### src/sv/cbgfm_pkg.sv
package cbgfm_pkg;

  // Design constants
  localparam int LANES            = 4;
  localparam int WORDS_PER_RECORD = 64;
  localparam int QUEUE_DEPTH      = 2;

  localparam int LANE_W  = (LANES > 1) ? $clog2(LANES) : 1;
  localparam int WSEEN_W = $clog2(WORDS_PER_RECORD + 1);
  localparam int QPTR_W  = (QUEUE_DEPTH > 1) ? $clog2(QUEUE_DEPTH) : 1;
  localparam int QCNT_W  = $clog2(QUEUE_DEPTH + 1);

  // Field widths
  localparam int LANE_IN_W = 8;
  localparam int SEQ_W     = 64;
  localparam int CTRL_W    = 8;
  localparam int DATA_W    = 64;
  localparam int HITS_W    = 4;
  localparam int WIDX_W    = 6;
  localparam int CFG_IDX_W = 8;
  localparam int CFG_DAT_W = 8;

  // XGMII control codes
  localparam logic [7:0] START_CODE = 8'hFB;
  localparam logic [7:0] TERM_CODE  = 8'hFD;

  // Item function codes
  localparam logic FUNC_HEADER = 1'b0;
  localparam logic FUNC_WORD   = 1'b1;

  // Configuration register indexes
  localparam logic [CFG_IDX_W-1:0] CFG_FILTER_ENABLE = CFG_IDX_W'(0);
  localparam logic [CFG_IDX_W-1:0] CFG_FILTER_LANE   = CFG_IDX_W'(1);

  // Command passed from the classifier to the update stage.
  typedef struct packed {
    logic                  is_word;
    logic                  lane_ok;
    logic                  kept;
    logic [LANE_W-1:0]     lane;
    logic [SEQ_W-1:0]      seq;
    logic [HITS_W-1:0]     s_hits;
    logic [HITS_W-1:0]     t_hits;
    logic [WIDX_W-1:0]     widx;
  } cmd_t;

  // Number of control bytes of a word that carry the given code.
  function automatic logic [HITS_W-1:0] count_code(input logic [CTRL_W-1:0] ctrl,
                                                   input logic [DATA_W-1:0] data,
                                                   input logic [7:0]        code);
    logic [HITS_W-1:0] n;
    n = '0;
    for (int i = 0; i < CTRL_W; i++) begin
      if (ctrl[i] && (data[8*i +: 8] == code)) begin
        n = n + HITS_W'(1);
      end
    end
    return n;
  endfunction

endpackage

### src/sv/cbgfm_fifo.sv
module cbgfm_fifo import cbgfm_pkg::*; (
  input  logic clk_i,
  input  logic rst_ni,
  input  logic push_i,
  input  cmd_t cmd_i,
  output logic full_o,
  input  logic pop_i,
  output logic valid_o,
  output cmd_t cmd_o
);

  cmd_t              mem_q [QUEUE_DEPTH];
  logic [QPTR_W-1:0] wr_ptr_q;
  logic [QPTR_W-1:0] rd_ptr_q;
  logic [QCNT_W-1:0] count_q;

  assign full_o  = (count_q == QCNT_W'(QUEUE_DEPTH));
  assign valid_o = (count_q != '0);
  assign cmd_o   = mem_q[rd_ptr_q];

  always_ff @(posedge clk_i) begin
    if (push_i) begin
      mem_q[wr_ptr_q] <= cmd_i;
    end
  end

  always_ff @(posedge clk_i or negedge rst_ni) begin
    if (!rst_ni) begin
      wr_ptr_q <= '0;
      rd_ptr_q <= '0;
      count_q  <= '0;
    end else begin
      if (push_i) begin
        wr_ptr_q <= wr_ptr_q + QPTR_W'(1);
      end
      if (pop_i) begin
        rd_ptr_q <= rd_ptr_q + QPTR_W'(1);
      end
      case ({push_i, pop_i})
        2'b10:   count_q <= count_q + QCNT_W'(1);
        2'b01:   count_q <= count_q - QCNT_W'(1);
        default: count_q <= count_q;
      endcase
    end
  end

endmodule

### config.mk
export PLATFORM = sky130hd
export DESIGN_NAME = cbgfm_fifo
export DESIGN_NICKNAME = d
export VERILOG_FILES = /design/src/sv/cbgfm_pkg.sv /design/src/sv/cbgfm_fifo.sv
export SDC_FILE = /design/constraint.sdc
export NUM_CORES = 1
export LEC_CHECK = 0
export ABC_AREA = 1
export BUFFER_PORTS_ARGS = -buffer_cell sky130_fd_sc_hd__buf_2
export CAP_MARGIN = 20
export CORE_AREA = 2 2 149 151
export CTS_CLUSTER_SIZE = 20
export DETAILED_ROUTE_END_ITERATION = 16
export DIE_AREA = 0 0 151 153
export PLACE_DENSITY = 0.51
export REMOVE_ABC_BUFFERS = 1
export SETUP_SLACK_MARGIN = 0.05
export SLEW_MARGIN = 10
export SYNTH_ARGS = -nofsm -noshare
export SYNTH_HDL_FRONTEND = slang
export SYNTH_SLANG_ARGS = --single-unit
### constraint.sdc
create_clock -name clk_i -period 5.46 [get_ports clk_i]
set_input_delay 0 -clock clk_i [delete_from_list [all_inputs] [get_ports clk_i]]
set_output_delay 0 -clock clk_i [all_outputs]
set_load 0.01 [all_outputs]
======== Yosys cells after proc, flatten, opt, wreduce, memory -nomap -nowiden ========
Memory sizes are Yosys's and may differ from the RTL's.
Index checks and enable logic that the tools add are counted.
word-level totals
  memories ................................ 1
  register bits ........................... 4
  bits in writable memories ............... 166
cells by class
  add/sub/neg operators ................... 4
  reduce and logical (&&, ||, !) cells .... 2
  equal/unequal tests ..................... 3
  mux-type cells .......................... 3
memory list
  name   depth  bits a word  read ports  clocked after memory_dff  write ports  line              RTL
  mem_q  2      83           1           0                         1            cbgfm_fifo.sv:12  cmd_t mem_q [QUEUE_DEPTH];
operators with widths
  kind                                                                   number
  2-bit equality test, second input constant                             2
  2-bit one-hot mux with 2 select lines                                  1
  2-bit nonzero test                                                     2
  1-bit adder, second input constant                                     2
  2-bit by 1-bit adder with 2-bit output, second input constant          1
  2-bit by 1-bit equality test with 1-bit output, second input constant  1
  1-bit 2-to-1 mux                                                       2
  2-bit by 1-bit subtractor with 2-bit output, second input constant     1

======== Depth between registers and ports, before layout ========
  depth after elaboration ................. 2
  mapped depth ............................ 7

======== Least setup slack after synthesis ========
OpenSTA, ideal clock, no wires.
  path kind ............................... register -> register
  from .................................... register wr_ptr_q
  to ...................................... memory mem_q[0][0] in the netlist's numbering (enable)
  arrival ................................. 3.872 ns
  setup slack ............................. 1.061 ns
  path buffers ............................ 0
  cell stages (with the launch flop) ...... 2
  period minus slack after synthesis ...... 4.399 ns
  cells stage by stage .................... dfrtp_1 > nor2_1
RTL lines
  what                    line              RTL
  from (decl)             cbgfm_fifo.sv:13  logic [QPTR_W-1:0] wr_ptr_q;
  from (signal assigned)  cbgfm_fifo.sv:34  wr_ptr_q <= wr_ptr_q + QPTR_W'(1);
  to (decl)               cbgfm_fifo.sv:12
Straight into the memory's write port.

==> impl_metrics.csv <==
group,metric,value,unit
critical_path,worst-setup-path-type,"reg -> out",
synthesis,syn_area,6340,um2
critical_path,crit_required,5460,ps
pwr,clkPwrFrac,28.6,%
pwr,p_int,2.87,mW
final_layout,final_area,8950,um2
drt,drc,0,
global_routing,grtUsageTotal,11.7,%
synthesis,synth-compound-area-share,6.55,%
floorplanning,num_rows,54,
global_routing,grt_pass1_wl,20800,um
sta,max_slew_margin,44.5,%
drt,highest-signal-layer,"met4",
final_layout,layout_common_cells,"buf_2, edfxtp_1, nand2_1",
drt,wl_per_cell,13.1,um
drt,wl,13200,um
pwr,power_frac_comb,27.0,%
critical_path,crit_buf_inv,2,
clocking,h-tree-depth,4,
final_layout,final_layout_size_suffix_gt1_share,27.8,%
clocking,clkTransAtPathRegs,70,ps
critical_path,cp_data_arrival_time,2550,ps
critical_path,critPathSlowestCell,"dfrtp_4",
pwr,power.leakage,3.78,nW
pwr,irDropWorstVdd,0.000295,V
sta,clock_skew,5.75,ps
critical_path,crit_fanout,98,
sta,clock.fmax,0.391,GHz
clocking,clk_latency,420,ps
synthesis,ys_seq_area_share,80.2,%
final_layout,syn2layout_area_growth,41.2,%
pwr,p_per_area,469,nW/um2
placement,placed_cell_area,7470,um2
sta,setup_viol_count_final,0,
drt,vias,4173,
critical_path,crit_chain,"buf_4 -> o21ai_0 -> buf_2",
synthesis,avgSynthCellArea,13.9,um2
synthesis,synth_adder_area_share,0.197,%
critical_path,path_delay_family,"buffers and inverters",
clocking,cts_resized,0,
drt,wl_met3,749,um
clocking,cts_buffers,17,
critical_path,start_kind,"flop",
placement,dp_hpwl,8190,um
sta,report.final.slew_viol_count,0,
critical_path,slowest_delay,820,ps
clocking,clock_path_buffers,2,
critical_path,end_kind,"primary output",
pwr,seqPwrFrac,44.4,%
final_layout,insertedDiodeCount,0,
sta,rsz0062_at_grt,"false",
synthesis,yosys.area_share.simple,5.57,%
clocking,cts-root-buf,"clkbuf_16",
synthesis,ys_types,14,
job,drv_cap,0,
placement,io_buffers,171,
sta,fin_tns_setup,0,ps
worst_hold_path,hold_class,"in -> reg",
clocking,cts.sinks,170,
drt,drt-vias-per-instance,4.12,
sta,min_period_over_period,46.8,%
final_layout,postLayoutCoreUtil,41.6,%
final_layout,final_common_cell,"buf_2",
floorplanning,core_region_area,21500,um2
drt,first_pass_iters,4,
synthesis,muxShareOfSynthArea,0,%
floorplanning,start_util,29.5,%
placement,finalWeightedCongestion,0.706,
clocking,cts_tree,"built",
pwr,switching_share,31.6,%
floorplanning,io_pins,172,
drt,wl_met2,6590,um
sta,tightest_slew,833,ps
pwr,switching_power,1.33,mW
global_routing,grt_pass1_vias,4164,
global_routing,grt_start_max_net_pins,99,
run_status,status,"finished, final reports clean",
sta,hold_violations,0,
synthesis,synth_xor_area_share,0.415,%
sta,timing.final.crit_period,2550,ps
drt,detail-route-antenna-nets,0,
global_routing,grt_overflow,0,
drt,met1_length,5730,um
final_layout,finalNetCount,808,
synthesis,yosysWarnings,0,
global_routing,antenna_found_initial,0,
floorplanning,die_w,151,um
pwr,power,4.20,mW
synthesis,synth_top_family_by_area,"buffers and inverters",
floorplanning,die_h,153,um
floorplanning,die-area,23100,um2
synthesis,synth_cells,457,
drt,drt_iter0_drc,101,
synthesis,synth-seq-cells,170,
## worst paths after layout
check | start | endpoint | slack, ps | cells past startpoint
setup / recovery | rd_ptr_q | cmd_o[31] | 2910 | 3
hold / removal | cmd_i[75] | mem_q[0][75] | 310 | 2
setup reg to reg | wr_ptr_q | mem_q[1][71] | 3380 | 3
min in group asynchronous | rst_ni | count_q[0] | 470 | 3
max in group asynchronous | rst_ni | rd_ptr_q | 4810 | 3
hold reg to reg | count_q[1] | count_q[1] | 500 | 2
## synthesized netlist by cell type (all sizes together)
master  count  area share, %
inv        89            5.3
o21ai      83            6.6
nor2        2           0.12
nand4       1          0.099
clkbuf      2           0.12
dfrtp       4            1.6
nand3       1          0.079
xnor2       1           0.14
buf        16            1.7
xor2        2           0.28
ha          1           0.20
edfxtp    166             79
nand2      89            5.3
## logic make-up after synthesis
family	count (synthesis)
XOR/XNOR	3
flip-flops	170
buffers and inverters	107
adder cells (fa/ha/maj)	1
AO/OA/AOI/OAI	83
AND/OR/NAND/NOR	93
## metrics by stage
step,instances,hold slack (ps),setup WS (ps)
2_1_floorplan,439,-296,1060
3_3_place_gp,893,-190,3050
3_5_place_dp,893,-189,2950
4_1_cts,1012,268,2790
5_1_grt,1013,281,2610
6_report,1013,306,2910
## metal layers
metal  GRT usage, %  vias up
met3           3.34       12
li1               -     2060
met1           14.0     1981
met2           19.8      120
met4           4.85        0
met5              0        -
## final cells by class
class / count / area, um2
well taps: 280 / 350
clock inverters: 14 / 154
fillers: 2038 / 12500
multi-input cells: 180 / 815
flip-flops and latches: 170 / 5090
inverters: 89 / 335
clock buffers: 18 / 429
repair buffers: 262 / 1780
## registers in the layout (all words and copies together), names as in the netlist
| register | cells |
|---|---|
| count_q | 2 |
| mem_q | 166 |
| rd_ptr_q | 1 |
| wr_ptr_q | 1 |
## power groups by stage
stage / clock network [mW] / logic, mW / registers (mW)
floorplan: 0 / 0.555 / 1.93
global placement: 0 / 1.08 / 1.88
detailed placement: 0 / 1.10 / 1.90
CTS: 1.24 / 1.16 / 1.87
global route: 1.29 / 1.28 / 1.90
finish: 1.20 / 1.13 / 1.86
## what timing repair did
| item | in CTS | in global routing |
|---|---|---|
| hold endpoints to repair | 173 | 0 |
| setup buffers | 0 | 0 |
| hold buffers | 87 | 0 |
Power figures use the tool's default switching activity.
